File: config.mk
export PLATFORM = sky130hd
export DESIGN_NAME = g711_alaw_mulaw_codec
export DESIGN_NICKNAME = d
export VERILOG_FILES = /design/src/g711c_pkg.sv /design/src/g711_alaw_mulaw_codec.sv
export SDC_FILE = /design/constraint.sdc
export NUM_CORES = 1
export LEC_CHECK = 0
export BUFFER_PORTS_ARGS = -buffer_cell sky130_fd_sc_hd__buf_2
export CAP_MARGIN = 0
export CORE_UTILIZATION = 40
export CTS_CLUSTER_DIAMETER = 60
export CTS_CLUSTER_SIZE = 40
export DETAILED_ROUTE_END_ITERATION = 10
export GPL_TIMING_DRIVEN = 0
export SYNTH_ARGS = -nofsm -noshare
export SYNTH_HDL_FRONTEND = slang
export SYNTH_SLANG_ARGS = --single-unit
File: constraint.sdc
create_clock -name clk -period 9.65 [get_ports clk]
set_input_delay 0 -clock clk [delete_from_list [all_inputs] [get_ports clk]]
set_output_delay 0 -clock clk [all_outputs]
set_load 0.02 [all_outputs]
File: src/g711c_pkg.sv
// ----------------------------------------------------------------------------
// g711c_pkg
// Shared types and constants for the G.711 A-law / mu-law companding codec:
// the input and result transfer structs, register indexes and law constants.
// ----------------------------------------------------------------------------
package g711c_pkg;

	// Configuration port
	localparam int CFG_IDX_W  = 1;
	localparam int CFG_DATA_W = 1;

	localparam logic [CFG_IDX_W-1:0] REG_LAW_SELECT = 1'd0;
	localparam logic [CFG_IDX_W-1:0] REG_DIRECTION  = 1'd1;

	// Register codes
	localparam logic LAW_A    = 1'b0;
	localparam logic LAW_MU   = 1'b1;
	localparam logic DIR_ENC  = 1'b0;
	localparam logic DIR_DEC  = 1'b1;

	// Inversion masks
	localparam logic [7:0] A_MASK_POS = 8'hD5;
	localparam logic [7:0] A_MASK_NEG = 8'h55;
	localparam logic [7:0] U_MASK_POS = 8'hFF;
	localparam logic [7:0] U_MASK_NEG = 8'h7F;
	localparam logic [7:0] SEG_OVF    = 8'h7F;

	// Mu-law clip and bias (bias is 0x84 on the decode side, 0x84/4 on encode)
	localparam logic [13:0] U_CLIP     = 14'd8159;
	localparam logic [13:0] U_ENC_BIAS = 14'd33;
	localparam logic [14:0] U_DEC_BIAS = 15'h084;

	// A-law decode offsets
	localparam logic [8:0] A_DEC_SEG0 = 9'h008;
	localparam logic [8:0] A_DEC_SEGN = 9'h108;

	typedef struct packed {
		logic signed [15:0] pcm_sample;
		logic        [7:0]  code_in;
	} item_t;

	typedef struct packed {
		logic        [7:0]  code_out;
		logic signed [15:0] pcm_out;
	} result_t;

	// Upper end of segment k: A-law (32 << k) - 1, mu-law (64 << k) - 1
	function automatic logic [13:0] seg_end(input logic law, input logic [2:0] k);
		logic [13:0] base;
		base = (law == LAW_MU) ? 14'd64 : 14'd32;
		return (base << k) - 14'd1;
	endfunction

	// Sign-dependent inversion mask of the chosen law
	function automatic logic [7:0] enc_mask(input logic law, input logic neg);
		logic [7:0] m;
		if (law == LAW_MU) begin
			m = neg ? U_MASK_NEG : U_MASK_POS;
		end else begin
			m = neg ? A_MASK_NEG : A_MASK_POS;
		end
		return m;
	endfunction

endpackage

File: src/g711_alaw_mulaw_codec.sv
// ----------------------------------------------------------------------------
// g711_alaw_mulaw_codec
// G.711 A-law / mu-law companding codec: encodes 16-bit PCM to a code byte
// or decodes a code byte to 16-bit PCM, in a four-stage pipeline.
// ----------------------------------------------------------------------------
// Channel   Ports                         Handshake
// config    cfg_we, cfg_idx, cfg_data     write when cfg_we high
// item      start, busy, item             transfer when start && !busy
// result    done, result                  one cycle, cannot be held off
//
// One item per cycle; done rises and the result is taken after the item has
// passed the input, magnitude, segment/shift and pack/sign register stages.
// busy stays low: the pipeline never stalls, as the receiver takes every
// result in the cycle it is shown. Reset clears the valid bits and sets both
// registers to A-law encode. Mode is captured with each item at entry.
// ----------------------------------------------------------------------------
module g711_alaw_mulaw_codec
	import g711c_pkg::*;
(
	input  logic                  clk,
	input  logic                  arst_n,
	input  logic                  cfg_we,
	input  logic [CFG_IDX_W-1:0]  cfg_idx,
	input  logic [CFG_DATA_W-1:0] cfg_data,
	input  logic                  start,
	output logic                  busy,
	input  item_t                 item,
	output logic                  done,
	output result_t               result
);

	logic law_select_q, direction_q;

	// Stage 1: captured item and mode
	logic        valid_s1, law_s1, dir_s1;
	item_t       item_s1;

	// Stage 2: magnitudes and decode base
	logic        valid_s2, law_s2, dir_s2, neg_s2;
	logic [13:0] mag_s2;
	logic [8:0]  base_s2;
	logic [2:0]  shift_s2;

	// Stage 3: segment and decoded magnitude
	logic        valid_s3, law_s3, dir_s3, neg_s3;
	logic [13:0] mag_s3;
	logic [3:0]  seg_s3;
	logic [14:0] dmag_s3;

	// Stage 4: result register
	logic        valid_s4, dir_s4;
	result_t     result_s4;

	assign busy = 1'b0;

	// Configuration registers
	always_ff @(posedge clk or negedge arst_n) begin
		if (!arst_n) begin
			law_select_q <= LAW_A;
			direction_q  <= DIR_ENC;
		end else if (cfg_we) begin
			if (cfg_idx == REG_LAW_SELECT) begin
				law_select_q <= cfg_data[0];
			end
			if (cfg_idx == REG_DIRECTION) begin
				direction_q <= cfg_data[0];
			end
		end
	end

	// Valid bits
	always_ff @(posedge clk or negedge arst_n) begin
		if (!arst_n) begin
			valid_s1 <= 1'b0;
			valid_s2 <= 1'b0;
			valid_s3 <= 1'b0;
			valid_s4 <= 1'b0;
		end else begin
			valid_s1 <= start && !busy;
			valid_s2 <= valid_s1;
			valid_s3 <= valid_s2;
			valid_s4 <= valid_s3;
		end
	end

	// Stage 1: capture item with the mode in force
	always_ff @(posedge clk) begin
		if (start && !busy) begin
			item_s1 <= item;
			law_s1  <= law_select_q;
			dir_s1  <= direction_q;
		end
	end

	// Stage 2: sign, scaled magnitude, decode base and shift
	logic [15:0] abs1;
	logic [13:0] mag_a1, mu_raw1, mu_clip1, mu_mag1;
	logic [7:0]  a_code1, u_code1;
	logic [2:0]  a_seg1;
	logic [8:0]  base_a1, base_u1;

	always_comb begin
		abs1     = item_s1.pcm_sample[15] ? ~item_s1.pcm_sample : item_s1.pcm_sample;
		mag_a1   = {2'b00, abs1[14:3]};
		mu_raw1  = {1'b0, abs1[14:2]} + {13'd0, item_s1.pcm_sample[15]};
		mu_clip1 = (mu_raw1 > U_CLIP) ? U_CLIP : mu_raw1;
		mu_mag1  = mu_clip1 + U_ENC_BIAS;
		a_code1  = item_s1.code_in ^ A_MASK_NEG;
		u_code1  = ~item_s1.code_in;
		a_seg1   = a_code1[6:4];
		base_a1  = {1'b0, a_code1[3:0], 4'b0000} + ((a_seg1 == 3'd0) ? A_DEC_SEG0 : A_DEC_SEGN);
		base_u1  = {2'b00, u_code1[3:0], 3'b000} + 9'(U_DEC_BIAS);
	end

	always_ff @(posedge clk) begin
		law_s2 <= law_s1;
		dir_s2 <= dir_s1;
		neg_s2 <= (dir_s1 == DIR_DEC) ? !item_s1.code_in[7] : item_s1.pcm_sample[15];
		mag_s2 <= (law_s1 == LAW_MU) ? mu_mag1 : mag_a1;
		if (law_s1 == LAW_MU) begin
			base_s2  <= base_u1;
			shift_s2 <= u_code1[6:4];
		end else begin
			base_s2  <= base_a1;
			shift_s2 <= (a_seg1 == 3'd0) ? 3'd0 : a_seg1 - 3'd1;
		end
	end

	// Stage 3: segment search and decode shift
	logic [3:0]  seg2;
	logic [14:0] t2;

	always_comb begin
		seg2 = 4'd8;
		for (int k = 7; k >= 0; k--) begin
			if (mag_s2 <= seg_end(law_s2, 3'(k))) begin
				seg2 = 4'(k);
			end
		end
		t2 = {6'd0, base_s2} << shift_s2;
	end

	always_ff @(posedge clk) begin
		law_s3  <= law_s2;
		dir_s3  <= dir_s2;
		neg_s3  <= neg_s2;
		mag_s3  <= mag_s2;
		seg_s3  <= seg2;
		dmag_s3 <= (law_s2 == LAW_MU) ? t2 - U_DEC_BIAS : t2;
	end

	// Stage 4: pack code byte or apply sign
	logic [3:0]  q3;
	logic [7:0]  mask3, code3;
	logic [15:0] pcm3;

	always_comb begin
		if (law_s3 == LAW_MU) begin
			q3 = 4'(mag_s3 >> (seg_s3 + 4'd1));
		end else if (seg_s3 < 4'd2) begin
			q3 = mag_s3[4:1];
		end else begin
			q3 = 4'(mag_s3 >> seg_s3);
		end
		mask3 = enc_mask(law_s3, neg_s3);
		code3 = seg_s3[3] ? (SEG_OVF ^ mask3) : ({1'b0, seg_s3[2:0], q3} ^ mask3);
		pcm3  = neg_s3 ? 16'(-{1'b0, dmag_s3}) : {1'b0, dmag_s3};
	end

	always_ff @(posedge clk) begin
		dir_s4 <= dir_s3;
		if (dir_s3 == DIR_DEC) begin
			result_s4.code_out <= 8'd0;
			result_s4.pcm_out  <= pcm3;
		end else begin
			result_s4.code_out <= code3;
			result_s4.pcm_out  <= 16'sd0;
		end
	end

	assign done   = valid_s4;
	assign result = result_s4;

`ifndef SYNTHESIS
	// Every transfer gives one result at done
	a_latency: assert property (@(posedge clk) disable iff (!arst_n)
		start && !busy |-> ##4 done)
		else $error("result missing four cycles after transfer");

	a_no_spurious: assert property (@(posedge clk) disable iff (!arst_n)
		done |-> $past(start && !busy, 4))
		else $error("result without a matching transfer");

	// Decoded samples stay within the G.711 range
	a_pcm_range: assert property (@(posedge clk) disable iff (!arst_n)
		done && dir_s4 |-> result.pcm_out >= -16'sd32256 && result.pcm_out <= 16'sd32256)
		else $error("decoded sample out of range");
`endif

endmodule
## Word level (Yosys, flattened, before mapping)

Index checks and enable logic that the tools add are counted.

- Bitwise gates (word level): 6
- $add $sub $neg: 16
- Muxes and demuxes: 24
- Reductions and logical operators: 8
- Shift-type cells: 3
- $lt $le $gt $ge: 10

Operators by type and width:

| operator | number |
|---|---|
| $le A14 B14 Y1 | 8 |
| $sub A14 B1 Y14 const B | 7 |
| $mux W15 | 3 |
| $mux W8 | 4 |
| $shr A14 B4 Y4 | 2 |
| $mux W9 | 2 |
| $neg A15 Y16 | 1 |
| $mux W3 | 5 |
| $not A15 Y15 | 1 |
| $shl A9 B3 Y15 | 1 |
| $sub A15 B8 Y15 const B | 1 |
| $add A13 B1 Y14 | 1 |
| $add A14 B6 Y14 const B | 1 |
| $gt A14 B13 Y1 const B | 1 |
| $mux W14 | 1 |
| $not A7 Y7 | 2 |
| $mux W12 | 1 |
| $mux W4 | 3 |
| $add A7 B8 Y9 const B | 1 |
| $add A8 B9 Y9 | 1 |
| $sub A7 B1 Y8 const B | 1 |
| $xor A7 B8 Y8 | 1 |
| $mux W7 | 1 |
| $reduce_or A7 Y1 | 1 |
| other kinds (12) | 16 |

- Register bits: 121
- Logic and storage cells: 96
- Bits of input ports: 30

## Logic depth before layout (Yosys ltp)

- Depth after elaboration: 10
- Gate-level depth with buffers: 20

## Least setup slack after synthesis

OpenSTA, ideal clock, no wires.

- Path type: register -> register
- From: register item_s1[23] (netlist bit)
- To: register mag_s2[8]
- Data required time: 9.555 ns
- Slack: 5.542 ns
- Clock period less this slack: 4.108 ns
- Setup time: 0.095 ns
- Arrival time: 4.013 ns
- Stages on the path, launching flop included: 21
- Cell sequence: edfxtp_1 -> buf_6 -> buf_12 -> buf_2 -> buf_2 -> xor2_1 -> ha_1 -> clkbuf_1 -> and2_1 -> a32oi_2 -> o31ai_2 -> or3b_1 -> a211o_1 -> o21ai_1 -> or2_2 -> ha_1 -> inv_1 -> nand3_1 -> o221a_4 -> a221oi_1 -> a221oi_1

- Longest elaborated chain between the ends: 6

RTL lines:

| what | RTL line | text |
|---|---|---|
| start, declared | g711_alaw_mulaw_codec.sv:36 | `item_t item_s1;` |
| start signal, assigned | g711_alaw_mulaw_codec.sv:89 | `item_s1 <= item;` |
| $mux W15 | g711_alaw_mulaw_codec.sv:103 | `abs1 = item_s1.pcm_sample[15] ? ~item_s1.pcm_sample : item_s1.pcm_sample;` |
| $add A13 B1 Y14 | g711_alaw_mulaw_codec.sv:105 | `mu_raw1 = {1'b0, abs1[14:2]} + {13'd0, item_s1.pcm_sample[15]};` |
| $gt A14 B13 Y1 | g711_alaw_mulaw_codec.sv:106 | `mu_clip1 = (mu_raw1 > U_CLIP) ? U_CLIP : mu_raw1;` |
| $mux W14 | g711_alaw_mulaw_codec.sv:106 |  |
| $add A14 B6 Y14 | g711_alaw_mulaw_codec.sv:107 | `mu_mag1 = mu_clip1 + U_ENC_BIAS;` |
| $mux W12 (*) | g711_alaw_mulaw_codec.sv:119 | `mag_s2 <= (law_s1 == LAW_MU) ? mu_mag1 : mag_a1;` |
| end signal, assigned | g711_alaw_mulaw_codec.sv:119 |  |
| end, declared | g711_alaw_mulaw_codec.sv:40 | `logic [13:0] mag_s2;` |

Mark *: on every way between the ends. The rest lies on a longest branch, timed or not.
A chain may end at the register's enable or synchronous reset.

## Final worst setup path

- From: register item_s1[23] (netlist bit)
- To: register mag_s2[10]

Same word-level chain as after synthesis.

==> impl_metrics.ini <==
[worst_setup_path]
reg2reg_to = mag_s2[10]
cp-end-kind = flip-flop
cp-start-kind = flip-flop
endpoint = mag_s2[10]
path_max_fanout = 10
criticalPathCategory = reg2reg
critPathLaunch = item_s1[23]
crit_required_ns = 9.91
r2r_slack_ns = 4.53
ff2ff_path_depth = 20
critical_path_arrival_ns = 5.37
regToRegStartpoint = item_s1[23]

[routing]
drtIter0Drc = 270
totalWireLength_mm = 13.0
viasPerCell = 5.32
detail-route-antenna-nets = 0
drtPass1Iterations = 4
drcViolationCount = 0
wl_per_cell_um = 14.4
via_count = 4828

[layout]
drive_gt1_frac = 0.164
final_util = 0.490
final_nets = 765
antenna_cells = 0
final_area_sq_mm = 0.00723
syn_to_final_growth_pct = 17.6

[floorplan]
ios = 56
die_w_um = 126
initial_core_util = 0.417
core_area_sq_mm = 0.0148
die_y_um = 126
row_count = 44
dieArea_sq_mm = 0.0159

[power]
switchingPower_uw = 568
power_frac_comb = 0.366
clkPwrFrac = 0.241
p_per_area_mw_per_mm2 = 226
p_leak_nw = 2.92
pwr-share-seq = 0.393
swShare = 0.348
intPower_mw = 1.06
vdd_drop_max_mv = 0.104
p_total_mw = 1.63

[placement]
hpwlAfterDp_mm = 9.80
gp_congestion = 0.892
io_buffers = 50
placed_cell_area_sq_mm = 0.00663

[clock_network]
tritoncts = yes
clock_latency_ns = 0.35
clkTransAtPathRegs_ns = 0.08
root_buffer = clkbuf_16
cts.repair.resized = 0
cts.htree.levels = 3
ctsHoldBuffers = 26
cts_setup_buffers = 0
clock_path_buffers = 2
cts_buffers = 9
clock-sinks = 112

[grt]
antenna_found_initial = 0
grt.overflow.total = 0
grt_pass1_wl_mm = 22.6
grt.total_usage = 0.174
grt_pass1_vias = 4863
grt_max_degree = 26

[timing]
min_period_ns = 5.12
max_freq_mhz = 195
setup_tns_ns = 0
finalClockSkew_ns = 0.0125
period_share = 0.530
max_slew.worst_pin.slew_ns = 0.630
slew_viol_final = 0
hold_viol_final = 0
setup_violations = 0
maxSlewHeadroom = 0.580
rsz0062_at_grt = false

[yosys]
synthArstFlopShare = 0.0536
synth_flop_cell = dfxtp_1
yosysSeqAreaShare = 0.409
yosys.area.top_type = dfxtp_1
ys_ff_latch = 112
synth.most_common_cell = dfxtp_1
syn-mean-instance-area_sq_um = 9.76
synthDistinctLibCells = 79
synth_area_sq_mm = 0.00615
synthTopCellsByCount = dfxtp_1 (82), nand2_1 (48), nor2_1 (48)
yosysWarnings = 0
synth_edf_count = 24
synthTopCellsByArea = dfxtp_1 (27%), edfxtp_1 (12%), mux4_2 (5.5%)
synth_top_area_frac = 0.267
synth_cells = 630

[run_status]
status = finished clean

[hold_path]
hp-class = in2reg
hp-start = cfg_idx

[run]
max-cap-violations = 0
[how the worst min path moves through the flow]
stage / to / slack, ns / depth (start not counted)
global route: law_select_q / 0.03 / 3
finish: law_select_q / 0.02 / 3
CTS: law_select_q / 0.000005 / 3
global placement: done / -0.18 / 1
floorplan: direction_q / -0.30 / 0
detailed placement: direction_q / -0.17 / 1
[through the flow]
step	setup slack, ns	hold WS, ns	std cells
final	4.53	0.0160	908
after floorplan	5.54	-0.296	632
after detailed placement	4.52	-0.171	866
after global routing	4.10	0.0265	908
after CTS	4.49	0.00000477	908
after global placement	4.64	-0.177	866
[flip-flops by register name, summed over array words and instances, names as in the netlist, 3 cells and up]
| name | count |
|---|---|
| dmag_s3 | 13 |
| base_s2 | 7 |
| mag_s3 | 14 |
| seg_s3 | 4 |
| item_s1 | 18 |
| result | 22 |
| mag_s2 | 14 |
| shift_s2 | 3 |
| a_code1 | 4 |
[routing by layer]
metal,share of wire,up-vias,track usage
met5,0,-,0
met4,0.0095,0,0.0517
met3,0.039,11,0.0391
met2,0.49,110,0.310
met1,0.46,2240,0.209
li1,-,2467,-
[cells by family (layout without fill, tap and decap cells)]
kind of cell	Yosys count	after routing	synth area share
xor gates and xnor gates	51	51	0.0727
DFF	112	112	0.409
and+or+nand+nor	216	216	0.186
AOI/OAI and AO/OA	133	133	0.152
adders and majority gates	16	16	0.0326
muxes	45	45	0.105
buffers and inverters	56	148	0.0425
other	1	3	0.000610
[worst max-delay path, stage by stage, from the launching register on]
cell	delay [ns]
edfxtp_1	0.40
buf_6	0.16
buf_12	0.12
buf_2	0.23
buf_2	0.33
xor2_1	0.24
ha_1	0.24
clkbuf_1	0.42
inv_1	0.15
nor3_1	0.27
o31ai_2	0.13
or3b_1	0.37
a211o_1	0.35
o21ai_1	0.33
or2_2	0.19
ha_1	0.28
inv_1	0.12
nand3_1	0.10
o221a_4	0.24
a311oi_1	0.11
a311oi_1	0.24
[area by class of cell]
cell class,count,area [sq um]
Buffer,42,209
Clock buffer,9,225
Clock inverter,7,108
Fill cell,1369,7530
Inverter,14,52.6
Multi-Input combinational cell,464,3380
Sequential cell,112,2510
Tap cell,184,230
Timing Repair Buffer,76,510
[layout by cell type, fill, tap and decap left out, types with 4 or more instances in the layout]
master         instances
xor2_1                25
dfxtp_1               82
o31ai_1                4
dfrtp_1                6
a21oi_1               39
edfxtp_1              24
mux4_2                15
or3_1                  8
a211oi_1              14
nand3_1               15
ha_1                  16
or2_2                  8
dlygate4sd3_1         26
nand2b_1              10
nor3_1                14
nand2_1               48
buf_2                 57
a221oi_1               5
mux2i_1               24
o21ai_0               20
nor2b_1               15
mux2_2                 6
clkbuf_1              25
inv_1                 13
a31oi_1                6
and2_1                17
buf_4                  5
clkbuf_16              9
xnor2_1               26
nor2_1                48
and3_1                 6
[power groups by stage]
| stage | Clock, mW | Combinational, mW | Sequential, mW |
|---|---|---|---|
| 2_1_floorplan | 0 | 0.433 | 0.666 |
| 3_3_place_gp | 0 | 0.577 | 0.649 |
| 3_5_place_dp | 0 | 0.584 | 0.653 |
| 4_1_cts | 0.404 | 0.596 | 0.642 |
| 5_1_grt | 0.421 | 0.659 | 0.656 |
| 6_report | 0.393 | 0.598 | 0.642 |
Note: power is estimated with default switching activity, not from simulation.
